===== config.mk =====
export PLATFORM = sky130hd
export DESIGN_NAME = tlde_ctrl
export DESIGN_NICKNAME = d
export VERILOG_FILES = /design/src/rtl/tlde_pkg.sv /design/src/rtl/tlde_ctrl.sv
export SDC_FILE = /design/constraint.sdc
export NUM_CORES = 1
export LEC_CHECK = 0
export BUFFER_PORTS_ARGS = -buffer_cell sky130_fd_sc_hd__buf_4
export CAP_MARGIN = 15
export CORE_AREA = 2 2 39 41
export CTS_CLUSTER_SIZE = 30
export DETAILED_ROUTE_END_ITERATION = 8
export DIE_AREA = 0 0 41 43
export HOLD_SLACK_MARGIN = 0.1
export PLACE_DENSITY = 0.74
export SETUP_SLACK_MARGIN = 0.5
export SLEW_MARGIN = 20
export SYNTH_ARGS = -nofsm -noshare
export SYNTH_HDL_FRONTEND = slang
export SYNTH_SLANG_ARGS = --single-unit

===== constraint.sdc =====
create_clock -name clk_i -period 2.6 [get_ports clk_i]
set_input_delay 0.39 -clock clk_i [delete_from_list [all_inputs] [get_ports clk_i]]
set_output_delay 0.39 -clock clk_i [all_outputs]
set_load 0.02 [all_outputs]

===== src/rtl/tlde_pkg.sv =====
// Package for the tree LCA / distance engine.
// Holds the field widths, status and command codes, the datapath operation
// codes, the controller states and the datapath status struct.
package tlde_pkg;

  localparam int unsigned NODE_W   = 10;
  localparam int unsigned LEN_W    = 11;
  localparam int unsigned DEPTH_W  = 10;
  localparam int unsigned STATUS_W = 2;

  localparam logic [DEPTH_W-1:0] DEPTH_MAX = 10'd1023;

  typedef enum logic [STATUS_W-1:0] {
    STS_OK       = 2'd0,
    STS_MISSING  = 2'd1,
    STS_ATTACHED = 2'd2
  } status_e;

  typedef enum logic {
    CMD_ATTACH = 1'b0,
    CMD_QUERY  = 1'b1
  } cmd_e;

  // Operations the controller asks of the datapath in one cycle.
  typedef enum logic [3:0] {
    OP_NONE,
    OP_CLEAR,
    OP_LOAD,
    OP_FETCH,
    OP_CHECK_ERR,
    OP_ATT_START,
    OP_ATT_STEP,
    OP_ATT_LAST,
    OP_Q_START,
    OP_LIFT,
    OP_CLIMB,
    OP_ANC,
    OP_MISS,
    OP_FINISH
  } op_e;

  typedef enum logic [3:0] {
    S_CLEAR,
    S_IDLE,
    S_FETCH,
    S_CHECK,
    S_ATT,
    S_LIFT,
    S_CLIMB,
    S_ANC,
    S_FINISH
  } state_e;

  // Status flags the datapath reports back to the controller.
  typedef struct packed {
    logic clr_last;
    logic lvl_last;
    logic lvl_zero;
    logic chk_err;
    logic is_query;
    logic meet;
    logic anc_zero;
  } dp_sts_t;

endpackage


===== src/rtl/tlde_ctrl.sv =====
// Controller of the tree LCA / distance engine: sequences the clearing pass,
// attach and query walks, and owns the input ready and output valid.
// Depends on tlde_pkg; drives tlde_dp through op_o and reads its status.
module tlde_ctrl import tlde_pkg::*; (
  input  logic    clk_i,
  input  logic    rst_ni,
  input  logic    s_valid_i,
  output logic    s_ready_o,
  output logic    m_valid_o,
  input  logic    m_ready_i,
  input  dp_sts_t sts_i,
  output op_e     op_o
);

  state_e state_q, state_d;
  logic   m_valid_q, m_valid_d;
  logic   res_load, out_free;

  assign out_free = !m_valid_q || m_ready_i;

  always_ff @(posedge clk_i or negedge rst_ni) begin
    if (!rst_ni) begin
      state_q   <= S_CLEAR;
      m_valid_q <= 1'b0;
    end else begin
      state_q   <= state_d;
      m_valid_q <= m_valid_d;
    end
  end

  always_comb begin
    state_d   = state_q;
    op_o      = OP_NONE;
    s_ready_o = 1'b0;
    res_load  = 1'b0;
    unique case (state_q)
      S_CLEAR: begin
        op_o = OP_CLEAR;
        if (sts_i.clr_last) state_d = S_IDLE;
      end
      S_IDLE: begin
        s_ready_o = 1'b1;
        if (s_valid_i) begin
          op_o    = OP_LOAD;
          state_d = S_FETCH;
        end
      end
      S_FETCH: begin
        op_o    = OP_FETCH;
        state_d = S_CHECK;
      end
      S_CHECK: begin
        if (sts_i.chk_err) begin
          if (out_free) begin
            op_o     = OP_CHECK_ERR;
            res_load = 1'b1;
            state_d  = S_IDLE;
          end
        end else if (sts_i.is_query) begin
          op_o    = OP_Q_START;
          state_d = S_LIFT;
        end else begin
          op_o    = OP_ATT_START;
          state_d = S_ATT;
        end
      end
      S_ATT: begin
        if (!sts_i.lvl_last) begin
          op_o = OP_ATT_STEP;
        end else if (out_free) begin
          op_o     = OP_ATT_LAST;
          res_load = 1'b1;
          state_d  = S_IDLE;
        end
      end
      S_LIFT: begin
        op_o = OP_LIFT;
        if (sts_i.lvl_last) state_d = sts_i.meet ? S_FINISH : S_CLIMB;
      end
      S_CLIMB: begin
        op_o = OP_CLIMB;
        if (sts_i.lvl_zero) state_d = S_ANC;
      end
      S_ANC: begin
        if (!sts_i.anc_zero) begin
          op_o    = OP_ANC;
          state_d = S_FINISH;
        end else if (out_free) begin
          op_o     = OP_MISS;
          res_load = 1'b1;
          state_d  = S_IDLE;
        end
      end
      S_FINISH: begin
        if (out_free) begin
          op_o     = OP_FINISH;
          res_load = 1'b1;
          state_d  = S_IDLE;
        end
      end
      default: state_d = S_CLEAR;
    endcase
  end

  always_comb begin
    priority if (res_load) m_valid_d = 1'b1;
    else if (m_ready_i)    m_valid_d = 1'b0;
    else                   m_valid_d = m_valid_q;
  end

  assign m_valid_o = m_valid_q;

`ifndef NO_ASSERTIONS
  a_res_into_free_slot: assert property (@(posedge clk_i) disable iff (!rst_ni)
    res_load |-> (!m_valid_q || m_ready_i))
    else $error("result loaded over a result that was not taken");

  a_res_shows_valid: assert property (@(posedge clk_i) disable iff (!rst_ni)
    res_load |=> m_valid_q)
    else $error("loaded result not presented");

  a_accept_starts_fetch: assert property (@(posedge clk_i) disable iff (!rst_ni)
    (s_valid_i && s_ready_o) |=> (state_q == S_FETCH))
    else $error("accepted item did not start a fetch");
`endif

endmodule


==> summary.txt, run 1 <==
YOSYS
----------------------------------------------------------------------------
Leading register cell type out of synthesis                     sky130_fd_sc_hd__dfrtp_1
Post-synthesis compound-gate area fraction                             32.3%
Simple-Gate Fraction of Synth Area                                     30.4%
Cells after synthesis                                                     82
Synth Area per Inst                                               7.69 sq um
Main combinational cell family by area after synthesis          compound AO/OA/AOI/OAI gates
Synth Area in Adders                                                      0%
Multiplexer share of the synthesized area                              7.34%
Flop and latch count out of synthesis                                      5
Net count after synthesis                                                 93
Post-Syn Area                                                      631 sq um
Number of synthesized flops with an enable pin                             0
Unique masters post-synth                                                 34
Post-synth ARST share                                                   100%
Proportion of synthesized chip area in sequential cells                19.8%
Fraction of synthesized cell area in xor and xnor cells                   0%
Warnings, synthesis                                                        0

GLOBAL ROUTE
----------------------------------------------------------------------------
Wire length of the first global-routing pass                    2420 microns
Total GRT Usage                                                        19.6%
Met3 track utilization from global routing                             4.71%
Vias in the first global route                                           537
GR Layer Usage met2                                                    29.7%
Global routing met1 resource utilization                               28.3%
Grt peak-use layer                                                      met2
Initial antenna violation count                                            0
Pin count of the biggest net entering global routing                      21
GR Overflow Total                                                          0

CTS
----------------------------------------------------------------------------
Maximum buffer depth of the clock tree                                     2
Number of clock buffers inserted by TritonCTS                              3
Library cell used as clock root buffer                          sky130_fd_sc_hd__clkbuf_4
Worst-skew pair later-pin latency                                     230 ps
Clock-pin transition on the worst setup and hold timing paths          40 ps
Clock tree from TritonCTS                                               done
CTS sink count                                                             5
Maximum level of the CTS H-tree                                            1

PWR
----------------------------------------------------------------------------
Cell leakage power                                                  0.329 nW
Cell area power density                                         1120 nW/um^2
Largest voltage drop on the vdd net                                 0.740 mV

LAYOUT
----------------------------------------------------------------------------
ANT cells                                                                  0
Multi-input gate area                                              444 sq um
Final design utilization                                               56.8%
Design area                                                        786 sq um
Commonest non-fill, non-tap cells in the layout                 19 x sky130_fd_sc_hd__buf_4, 9 x sky130_fd_sc_hd__a21oi_1, 7 x sky130_fd_sc_hd__nand2b_1, 7 x sky130_fd_sc_hd__nor2_1, 7 x sky130_fd_sc_hd__o21ai_0
Final layout net count                                                   110
Share of post-route cells with drive strength above 1                  32.7%
Footprint of the flip-flops and latches                            135 sq um
Filler Cells Inserted                                                    146
Syn-to-layout area delta                                               24.6%
Commonest non-fill, non-tap cell in the layout                  sky130_fd_sc_hd__buf_4

TIMING
----------------------------------------------------------------------------
Worst-Margin Slew                                                     334 ps
Final max-slew violation count                                             0
Hold Vio Cnt, Final                                                        0
TNS Setup                                                               0 ps
Achievable clock frequency                                           497 MHz
Worst clock skew on the final layout                                 2.70 ps
Worst slew margin                                                      77.5%
Part of the cycle the worst path needs                                 77.4%
Final setup violation count                                                0
RSZ-0062 raised after global routing                                      no
Final worst path period need                                         2010 ps

ROUTING
----------------------------------------------------------------------------
Ratio of routed vias to standard cells                                  6.02
Final routed DRC violation total                                           0
Detail Route Antenna Nets                                                  0
Routed length per placed instance                               13.9 microns
Detailed Routing Iterations Pass 1                                         4
Via count of the routed design                                           686
Final WL                                                        1580 microns
Starting DRC count in detailed routing                                    39

CRITICAL PATH
----------------------------------------------------------------------------
Crit path max fanout                                                      15
Arrival time of the worst setup path                                 1620 ps
WS Path Type                                                    flip-flop to primary output
Critical path capture point type                                primary output
Worst endpoint required time                                         2210 ps
Type of origin of the critical path                                flip-flop

PLACE
----------------------------------------------------------------------------
IO buf count                                                              16
DP Wirelength                                                   1120 microns
Instance area after placement                                      714 sq um
Global placement routability congestion                                0.860

FLOORPLANNING
----------------------------------------------------------------------------
Initial Utilization                                                    45.6%
Vert. Die Dim                                                     43 microns
Die X                                                             41 microns
I/O pin total                                                             17
Die area                                                          1760 sq um
Cell Rows                                                                 14
Std-Cell Core Area                                                1380 sq um

MIN PATH
----------------------------------------------------------------------------
Classification of the worst-slack hold path                     input port to asynchronous set/reset pin

STATUS
----------------------------------------------------------------------------
Status                                                             completed

RUN
----------------------------------------------------------------------------
Number of max-cap violations                                               0

-- routing by layer --
metal | wire (microns) | up-vias
li1 | - | 334
met1 | 699 | 322
met2 | 790 | 30
met3 | 91 | 0
met4 | 0 | 0
met5 | 0 | -
-- kinds of logic (layout without fill, tap and decap cells) --
logic type | Yosys count | count (layout)
multiplexers | 4 | 4
AND/OR/NAND/NOR | 32 | 32
AO/OA/AOI/OAI | 31 | 31
buffers and inverters | 10 | 26
flip-flops | 5 | 5
-- power by group --
| part | switching [mW] | internal (mW) | leakage (nW) |
|---|---|---|---|
| sequential | 0.111 | 0.118 | 0.0588 |
| combinational | 0.282 | 0.283 | 0.255 |
| clock | 0.0278 | 0.0578 | 0.0150 |
| total | 0.421 | 0.459 | 0.329 |
-- final timing paths --
check,endpoint,slack [ps],startpoint,cells past startpoint
setup / recovery,op_o[3],590,state_q[2]$_DFFE_PN0P_,5
max in group asynchronous,state_q[2]$_DFFE_PN0P_,2000,rst_ni,2
hold reg to reg,state_q[0]$_DFFE_PN0P_,700,state_q[0]$_DFFE_PN0P_,1
setup reg to reg,state_q[1]$_DFFE_PN0P_,1030,state_q[0]$_DFFE_PN0P_,4
hold / removal,state_q[0]$_DFFE_PN0P_,480,rst_ni,2
min in group clk_i,state_q[3]$_DFFE_PN0P_,540,m_ready_i,4
-- synth_stat cells, types with 2 or more instances --
master / count / area share [%]
sky130_fd_sc_hd__mux2i_1: 2 / 3.2
sky130_fd_sc_hd__o21ai_0: 7 / 5.6
sky130_fd_sc_hd__o31ai_1: 3 / 3.6
sky130_fd_sc_hd__nand2b_1: 7 / 6.9
sky130_fd_sc_hd__nor3b_1: 2 / 2.4
sky130_fd_sc_hd__a21oi_1: 9 / 7.1
sky130_fd_sc_hd__nor2b_1: 5 / 5.0
sky130_fd_sc_hd__nor2_1: 7 / 4.2
sky130_fd_sc_hd__buf_2: 4 / 3.2
sky130_fd_sc_hd__dfrtp_1: 5 / 20
sky130_fd_sc_hd__a211o_1: 2 / 2.8
sky130_fd_sc_hd__inv_1: 2 / 1.2
sky130_fd_sc_hd__nand2_1: 2 / 1.2
sky130_fd_sc_hd__nor3_1: 4 / 3.2
sky130_fd_sc_hd__o22ai_1: 2 / 2.0
-- sequential cells by signal (all words and copies together) (netlist names) --
register   count
state_q        4
m_valid_o      1
-- worst max-delay path: stages, from the launching register on --
cell and delay, ps:
sky130_fd_sc_hd__dfrtp_4 540, sky130_fd_sc_hd__nand2b_1 220, sky130_fd_sc_hd__o31ai_1 230, sky130_fd_sc_hd__o21ai_0 130
sky130_fd_sc_hd__o21ai_0 100, sky130_fd_sc_hd__buf_4 170
-- area by class of cell --
| cell class | instances | area share [%] |
|---|---|---|
| Clock buffer | 4 | 3.34 |
| Inverter | 2 | 0.955 |
| Multi-Input combinational cell | 67 | 56.5 |
| Sequential cell | 5 | 17.2 |
| Tap cell | 16 | 2.55 |
| Timing Repair Buffer | 20 | 19.4 |
-- stage by stage --
step                      total power, mW  hold slack, ps  worst slack (ps)  instances
after floorplan                     0.636            94.4               746         82
after global placement              0.742             193               667        106
after detailed placement            0.750             193               624        106
after CTS                           0.847             485               544        111
after global routing                0.949             482               499        114
final                               0.880             482               587        114
-- what timing repair did --
item                                   CTS  global route
setup endpoints to repair                4             4
endpoints found under the hold margin    5             0
hold buffers                             1             0
setup buffers                            0             3
resized for setup                        3             4
Power figures use the tool's default switching activity.
==> inputs of run 2 (changes only) <==
- ABC_AREA: not set -> 1
- CORE_AREA: 2 2 39 41 -> not set
- CORE_UTILIZATION: not set -> 44
- DIE_AREA: 0 0 41 43 -> not set
- PLACE_DENSITY: 0.74 -> 0.73
- clock period: 2.6 -> 1.7 ns (I/O delays scaled with it)
==> summary.txt, run 2 <==
FLOORPLANNING
-----------------------------------------------------------------------
Die X                                                      38.6 microns   -5.8%
Initial Utilization                                               50.4%   +4.9 points
Vert. Die Dim                                              38.6 microns   -10%
I/O pin total                                                        17   unchanged
Cell Rows                                                            12   -2

YOSYS
-----------------------------------------------------------------------
Number of synthesized flops with an enable pin                        0   unchanged
Post-synth top area share                                         21.2%   +1.3 points
Proportion of synthesized chip area in sequential cells           21.2%   +1.3 points
Leading register cell type out of synthesis                sky130_fd_sc_hd__dfrtp_1
Post-synth ARST share                                              100%   unchanged
Top cells by instance count after synthesis                30 x sky130_fd_sc_hd__nand2_1, 16 x sky130_fd_sc_hd__nand3_1, 12 x sky130_fd_sc_hd__inv_1, 9 x sky130_fd_sc_hd__nor2_1, 6 x sky130_fd_sc_hd__inv_2
Cell type with the highest aggregate area in the netlist   sky130_fd_sc_hd__dfrtp_1
Flop and latch count out of synthesis                                 5   unchanged
Post-Syn Area                                                 591 sq um   -6.3%
Warnings, synthesis                                                   0   unchanged
Dominant cell by count in the synthesized netlist          sky130_fd_sc_hd__nand2_1
Cells after synthesis                                               104   +27%
Largest cells by area after synthesis                      sky130_fd_sc_hd__dfrtp_1 21%, sky130_fd_sc_hd__nand2_1 19%, sky130_fd_sc_hd__nand3_1 14%
Net count after synthesis                                           115   +24%
Synth Area per Inst                                          5.68 sq um   -26%
Unique masters post-synth                                            17   -50%

PLACE
-----------------------------------------------------------------------
IO buf count                                                         16   unchanged
Number of placed cells counting well taps                           134   +26%
DP Wirelength                                              1450 microns   +30%
Global placement routability congestion                           0.910   +5.8%

GLOBAL ROUTE
-----------------------------------------------------------------------
Pin count of the biggest net entering global routing                  8

STATUS
-----------------------------------------------------------------------
Last stage reached                                              5_1_grt
First Err                                                  [ERROR DPL-0038] Utilization greater than 100%, impossible to legalize
Status                                                     stopped before the end

CTS
-----------------------------------------------------------------------
Maximum buffer depth of the clock tree                                2   unchanged
CTS sink count                                                        5   unchanged
Maximum level of the CTS H-tree                                       1   unchanged
Library cell used as clock root buffer                     sky130_fd_sc_hd__clkbuf_4
Number of clock buffers inserted by TritonCTS                         3   unchanged

TIMING
-----------------------------------------------------------------------
Worst endpoint from the post-global-route timing repair         op_o[0]
Kind of endpoint with the least setup slack                primary output

==> run 2: timing repair <==
item,4_1_cts
pin swaps,19
endpoints found under the hold margin,5
endpoints found under the setup margin,10
gates resized for setup,24
setup buffers,25
hold buffers,1
gates cloned,0
==> run 2: kinds of logic after synthesis <==
group | share of synthesized area (%)
and+or+nand+nor | 60.4
buffers and inverters | 11.4
AOI/OAI and AO/OA | 6.99
DFF | 21.2
==> run 2: metrics by stage <==
stage	utilization [%]	worst slack (ps)	cell area, sq um
2_1_floorplan	-	304	647
3_3_place_gp	67.0	174	785
3_5_place_dp	67.0	141	785
4_1_cts	94.3	31.2	1100
==> inputs of run 3 (changes only) <==
- CORE_AREA: not set -> 2 2 63 65
- CORE_UTILIZATION: 44 -> not set
- CTS_CLUSTER_SIZE: 30 -> not set
- DIE_AREA: not set -> 0 0 65 67
- HOLD_SLACK_MARGIN: 0.1 -> not set
- PLACE_DENSITY: 0.73 -> not set
- PLACE_DENSITY_LB_ADDON: not set -> 0.15
- SETUP_SLACK_MARGIN: 0.5 -> not set
- clock period: 1.7 -> 2.2 ns (I/O delays scaled with it)
==> summary.txt, run 3 <==
STATUS
----------------------------------------------------------------------------
Status                                                             completed

GLOBAL ROUTE
----------------------------------------------------------------------------
Pin count of the biggest net entering global routing                       8
Wire length of the first global-routing pass                    3200 microns
Initial antenna violation count                                            0
GR Overflow Total                                                          0
Total GRT Usage                                                        9.58%
Vias in the first global route                                           759

TIMING
----------------------------------------------------------------------------
Worst-Margin Slew                                                     293 ps
Achievable clock frequency                                           516 MHz
Worst slew margin                                                      80.4%
Hold Vio Cnt, Final                                                        0
Setup WS post-layout                                                  262 ps
Final setup violation count                                                0
RSZ-0062 raised after global routing                                      no
Final worst path period need                                         1940 ps
Worst clock skew on the final layout                                 7.07 ps
TNS Setup                                                               0 ps
Final max-slew violation count                                             0
Part of the cycle the worst path needs                                 88.1%

PWR
----------------------------------------------------------------------------
Gate power share                                                       62.7%
Share of total power in the clock network                              18.7%
Largest voltage drop on the vdd net                                 0.179 mV
Cell area power density                                         1120 nW/um^2
Switching power of the nets                                         0.467 mW
P_int                                                               0.459 mW
Sequential power share                                                 18.6%
Cell leakage power                                                  0.457 nW
Switching share of power                                               50.4%

ROUTING
----------------------------------------------------------------------------
Ratio of routed vias to standard cells                                  4.18
Final routed DRC violation total                                           0
Detailed Routing Iterations Pass 1                                         4
Routed length per placed instance                               10.4 microns
Detail Route Antenna Nets                                                  0
Final WL                                                        1810 microns
Starting DRC count in detailed routing                                    39
Via count of the routed design                                           723

LAYOUT
----------------------------------------------------------------------------
Commonest non-fill, non-tap cell in the layout                  sky130_fd_sc_hd__nand2_1
Footprint of the flip-flops and latches                            125 sq um
Commonest non-fill, non-tap cells in the layout                 30 x sky130_fd_sc_hd__nand2_1, 16 x sky130_fd_sc_hd__nand3_1, 16 x sky130_fd_sc_hd__buf_4
ANT cells                                                                  0
Final layout net count                                                   137
Filler Cells Inserted                                                    422
Number of flip-flops under the largest register name                       4
Register bank with the most flops                                    state_q
Syn-to-layout area delta                                               39.8%
Multi-input gate area                                              398 sq um
Share of post-route cells with drive strength above 1                  31.2%

CTS
----------------------------------------------------------------------------
CTS sink count                                                             5   unchanged
Worst-skew pair later-pin latency                                     220 ps
Clock tree from TritonCTS                                               done
Number of clock buffers inserted by TritonCTS                              3   unchanged
Post-CTS Setup Bufs                                                        0   -100%
Maximum level of the CTS H-tree                                            1   unchanged
Library cell used as clock root buffer                          sky130_fd_sc_hd__clkbuf_8
Maximum buffer depth of the clock tree                                     2   unchanged
Clock-pin transition on the worst setup and hold timing paths          40 ps

FLOORPLANNING
----------------------------------------------------------------------------
Die X                                                             65 microns   +68%
I/O pin total                                                             17   unchanged
Initial Utilization                                                    16.4%   -34 points
Cell Rows                                                                 22   +10
Std-Cell Core Area                                                3610 sq um
Vert. Die Dim                                                     67 microns   +73%
Die area                                                          4360 sq um

CRITICAL PATH
----------------------------------------------------------------------------
Worst endpoint required time                                         1870 ps
Crit path max fanout                                                       7
R2R Setup Slk                                                         860 ps
Type of origin of the critical path                                flip-flop
Critical path capture point type                                primary output
Arrival time of the worst setup path                                 1610 ps
WS Path Type                                                    flip-flop to primary output

YOSYS
----------------------------------------------------------------------------
Number of synthesized flops with an enable pin                             0   unchanged
Cells after synthesis                                                    104   unchanged
Largest cells by area after synthesis                           sky130_fd_sc_hd__dfrtp_1 21%, sky130_fd_sc_hd__nand2_1 19%, sky130_fd_sc_hd__nand3_1 14%
Proportion of synthesized chip area in sequential cells                21.2%   unchanged
Flop and latch count out of synthesis                                      5   unchanged
Leading register cell type out of synthesis                     sky130_fd_sc_hd__dfrtp_1
Synth Area per Inst                                               5.68 sq um   unchanged
Dominant cell by count in the synthesized netlist               sky130_fd_sc_hd__nand2_1
Warnings, synthesis                                                        0   unchanged
Post-Syn Area                                                      591 sq um   unchanged
Cell type with the highest aggregate area in the netlist        sky130_fd_sc_hd__dfrtp_1
Post-synth top area share                                              21.2%   unchanged
Unique masters post-synth                                                 17   unchanged
Net count after synthesis                                                115   unchanged
Top cells by instance count after synthesis                     30 x sky130_fd_sc_hd__nand2_1, 16 x sky130_fd_sc_hd__nand3_1, 12 x sky130_fd_sc_hd__inv_1, 9 x sky130_fd_sc_hd__nor2_1, 6 x sky130_fd_sc_hd__inv_2
Post-synth ARST share                                                   100%   unchanged

PLACE
----------------------------------------------------------------------------
IO buf count                                                              16   unchanged
DP Wirelength                                                   1550 microns   +6.8%
Global placement routability congestion                                0.822   -9.6%
Post-place setup slack                                                487 ps   +346 ps

RUN
----------------------------------------------------------------------------
Number of max-cap violations                                               0

MIN PATH
----------------------------------------------------------------------------
Classification of the worst-slack hold path                     input port to flip-flop

## run 3: cell counts after synthesis
Identical to the previous run, type by type.
## run 3: what timing repair did
item                                   4_1_cts  5_1_grt
resized for setup                            0        0
hold buffers                                 1        0
endpoints found under the hold margin        5        0
## run 3: logic make-up (layout without fill, tap and decap cells)
family          after synthesis  after routing  share of synthesized area (%)
buf+inv                      18             39                           11.4
compound gates                7              7                           6.99
simple gates                 74             74                           60.4
flops                         5              5                           21.2
## run 3: final timing paths
kind | startpoint | to | cells past startpoint
hold reg to reg | state_q[0]$_DFFE_PN0P_ | state_q[0]$_DFFE_PN0P_ | 2
setup / recovery | state_q[0]$_DFFE_PN0P_ | op_o[0] | 6
min in group asynchronous | rst_ni | m_valid_o$_DFFE_PN0P_ | 2
setup reg to reg | state_q[0]$_DFFE_PN0P_ | state_q[0]$_DFFE_PN0P_ | 7
hold / removal | sts_i[3] | m_valid_o$_DFFE_PN0P_ | 3
max in group asynchronous | rst_ni | state_q[1]$_DFFE_PN0P_ | 2
## run 3: power by group through the flow
stage | clock [mW] | sequential, mW | combinational [mW]
5_1_grt | 0.186 | 0.176 | 0.656
4_1_cts | 0.178 | 0.173 | 0.589
3_3_place_gp | 0 | 0.173 | 0.590
6_report | 0.173 | 0.172 | 0.580
3_5_place_dp | 0 | 0.173 | 0.586
2_1_floorplan | 0 | 0.170 | 0.391
## run 3: final cells by class
| cell class | count | area share (%) |
|---|---|---|
| Clock buffer | 4 | 5.45 |
| Inverter | 18 | 8.18 |
| Multi-Input combinational cell | 81 | 48.2 |
| Sequential cell | 5 | 15.2 |
| Tap cell | 48 | 7.27 |
| Timing Repair Buffer | 17 | 15.8 |
## run 3: routing by layer
metal	share of wire, %	up-vias	global-route usage [%]
met5	0	-	0
li1	-	375	-
met4	1.0	0	4.52
met1	44	326	10.7
met2	50	20	17.1
met3	5.2	2	2.20
## run 3: through the flow
step | instance area, sq um | hold slack [ps] | util, % | instances | power [mW]
5_1_grt | 826 | 389 | 22.9 | 173 | 1.02
4_1_cts | 826 | 385 | 22.9 | 173 | 0.939
6_report | 826 | 385 | 22.9 | 173 | 0.925
3_5_place_dp | 771 | 140 | 21.4 | 168 | 0.759
3_3_place_gp | 771 | 140 | 21.4 | 168 | 0.763
2_1_floorplan | 591 | 34.4 | - | 104 | 0.561
## run 3: worst max-delay path: stages, from the launching register on
cell and delay [ps]:
sky130_fd_sc_hd__dfrtp_1 460, sky130_fd_sc_hd__nor2_2 300, sky130_fd_sc_hd__nand2_1 130, sky130_fd_sc_hd__o21ai_1 180, sky130_fd_sc_hd__nand2_1 80, sky130_fd_sc_hd__nand3_1 80, sky130_fd_sc_hd__buf_4 140
==> inputs of run 4 (changes only) <==
- clock period: 2.2 -> 1.7 ns (I/O delays scaled with it)
==> summary.txt, run 4 (synthesis gave the netlist of run 3 again) <==
STATUS
----------------------------------------------------------------------------
Status                                                             completed

CTS
----------------------------------------------------------------------------
Maximum level of the CTS H-tree                                            1   unchanged
Clock tree from TritonCTS                                               done
Number of clock buffers inserted by TritonCTS                              3   unchanged
Clock-pin transition on the worst setup and hold timing paths          40 ps   about the same
CTS sink count                                                             5   unchanged
Worst-skew pair later-pin latency                                     220 ps   about the same
Maximum buffer depth of the clock tree                                     2   unchanged
Library cell used as clock root buffer                          sky130_fd_sc_hd__clkbuf_8

FLOORPLANNING
----------------------------------------------------------------------------
Die X                                                             65 microns   unchanged
Std-Cell Core Area                                                3610 sq um   unchanged
Die area                                                          4360 sq um   unchanged
Initial Utilization                                                    16.4%   unchanged
Vert. Die Dim                                                     67 microns   unchanged
I/O pin total                                                             17   unchanged
Cell Rows                                                                 22   unchanged

LAYOUT
----------------------------------------------------------------------------
Commonest non-fill, non-tap cells in the layout                 33 x sky130_fd_sc_hd__buf_4, 24 x sky130_fd_sc_hd__nand2_1, 16 x sky130_fd_sc_hd__nand3_1
Commonest non-fill, non-tap cell in the layout                  sky130_fd_sc_hd__buf_4
Syn-to-layout area delta                                               81.1%
ANT cells                                                                  0   unchanged
Register bank with the most flops                                    state_q
Design area                                                       1070 sq um   +30%
Share of post-route cells with drive strength above 1                  51.0%   +20 points
Final layout net count                                                   157   +15%
Count of non-filler cells in the finished layout                         193   +12%
Number of flip-flops under the largest register name                       4   unchanged

MIN PATH
----------------------------------------------------------------------------
Hold_sp                                                             sts_i[3]
Classification of the worst-slack hold path                     input port to flip-flop

TIMING
----------------------------------------------------------------------------
Worst clock skew on the final layout                                 1.06 ps   -6.01 ps
Worst hold slack                                                      347 ps   -38.8 ps
Final max-slew violation count                                             0   unchanged
Setup WS post-layout                                                 17.4 ps   -244 ps
Achievable clock frequency                                           594 MHz
Worst slew margin                                                      82.2%   +1.8 points
RSZ-0062 raised after global routing                                     yes
TNS Setup                                                               0 ps   unchanged
Final worst path period need                                         1680 ps
Hold Vio Cnt, Final                                                        0   unchanged
Final setup violation count                                                0   unchanged
Part of the cycle the worst path needs                                 99.0%
Worst-Margin Slew                                                     265 ps   -28.1 ps

ROUTING
----------------------------------------------------------------------------
Detail Route Antenna Nets                                                  0   unchanged
Detailed Routing Iterations Pass 1                                         6   +2
Via count of the routed design                                           810   +12%
Starting DRC count in detailed routing                                    26   -33%
Final routed DRC violation total                                           0   unchanged
Ratio of routed vias to standard cells                                  4.20   +0.42%
Routed length per placed instance                               11.1 microns   +6.6%
Final WL                                                        2150 microns   +19%

CRITICAL PATH
----------------------------------------------------------------------------
Critical path capture point type                                primary output
Worst endpoint required time                                         1440 ps   -430 ps
Worst setup path start                                          state_q[3]$_DFFE_PN0P_
Crit path max fanout                                                       5   -2
Destination of the critical timing path                              op_o[2]
Source of the worst register-to-register timing path            state_q[2]$_DFFE_PN0P_
Arrival time of the worst setup path                                 1430 ps   -180 ps
Worst R2R Path Depth                                                      10   +3
R2R Setup Slk                                                         180 ps   -680 ps
WS Path Type                                                    flip-flop to primary output
Endpoint of the lowest-slack register-to-register path          state_q[0]$_DFFE_PN0P_
Type of origin of the critical path                                flip-flop

RUN
----------------------------------------------------------------------------
Number of max-cap violations                                               0   unchanged

GLOBAL ROUTE
----------------------------------------------------------------------------
Total GRT Usage                                                        9.92%   +0.34 points
Pin count of the biggest net entering global routing                       7   -1
Vias in the first global route                                           747   -1.6%
GR Overflow Total                                                          0   unchanged
Initial antenna violation count                                            0   unchanged
Wire length of the first global-routing pass                    3300 microns   +3.0%

PWR
----------------------------------------------------------------------------
Cell area power density                                         1440 nW/um^2   +29%
Cell leakage power                                                  0.586 nW   +28%
Largest voltage drop on the vdd net                                 0.263 mV   +47%

PLACE
----------------------------------------------------------------------------
DP Wirelength                                                   1620 microns   +4.5%
Instance area after placement                                      791 sq um   +2.6%
IO buf count                                                              16   unchanged
Number of placed cells counting well taps                                170   +1.2%
Post-place setup slack                                               64.4 ps   -422 ps
Global placement routability congestion                                0.824   +0.22%

run 4: cell count changes in the layout (fill, tap and decap cells not counted), sizes merged:
cell and delta:
clkinv +1, buf +20, clkbuf -1
run 4: layer usage:
layer  part of all wire (%)  global-route usage (%)  vias to the layer above  routed length (microns)
met2                     53                    17.3                       14                     1150
met5                      0                       0                        -                        0
met4                      0                    2.39                        0                        0
met1                     44                    12.0                      382                      939
met3                    2.8                    2.87                        0                       60
li1                       -                       -                      414                        -
run 4: worst min-delay path by stage:
stage / endpoint / slack (ps) / cells after the start
floorplan: m_valid_o$_DFFE_PN0P_ / -40 / 0
global placement: m_valid_o$_DFFE_PN0P_ / 60 / 1
detailed placement: m_valid_o$_DFFE_PN0P_ / 60 / 1
CTS: m_valid_o$_DFFE_PN0P_ / 320 / 3
global route: m_valid_o$_DFFE_PN0P_ / 350 / 3
finish: m_valid_o$_DFFE_PN0P_ / 350 / 3
run 4: repair_timing:
action,CTS,global route
setup buffers,3,15
hold buffers,1,0
endpoints found under the hold margin,5,0
pin swaps,1,13
resized for setup,7,18
setup endpoints to repair,4,4
run 4: per-stage QoR:
step           util, %  power [mW]
2_1_floorplan        -       0.735
3_3_place_gp      21.9        1.03
3_5_place_dp      21.9        1.02
4_1_cts           24.7        1.29
5_1_grt           29.7        1.65
6_report          29.7        1.54
run 4: where the power goes:
group	leakage (nW)	switching (mW)	internal, mW	total, mW
combinational	0.499	0.584	0.487	1.07
clock	0.0255	0.0611	0.158	0.219
sequential	0.0614	0.0888	0.164	0.253
run 4: worst max-delay path: stages (launching register included):
cell                      delay (ps)
sky130_fd_sc_hd__dfrtp_2         460
sky130_fd_sc_hd__inv_4           120
sky130_fd_sc_hd__nand2_4          80
sky130_fd_sc_hd__nor2_4          140
sky130_fd_sc_hd__nand2_2          90
sky130_fd_sc_hd__nand2_2          80
sky130_fd_sc_hd__nand2_2          50
sky130_fd_sc_hd__nand4_1          80
sky130_fd_sc_hd__buf_6           120
run 4: final cells by class:
class	instances	area, sq um
fill	404	2540
tap	48	60.1
clock inverter	1	5.00
multi-input combinational	81	470
clock buffer	3	41.3
inverter	18	72.6
timing repair buffer	37	292
sequential	5	129
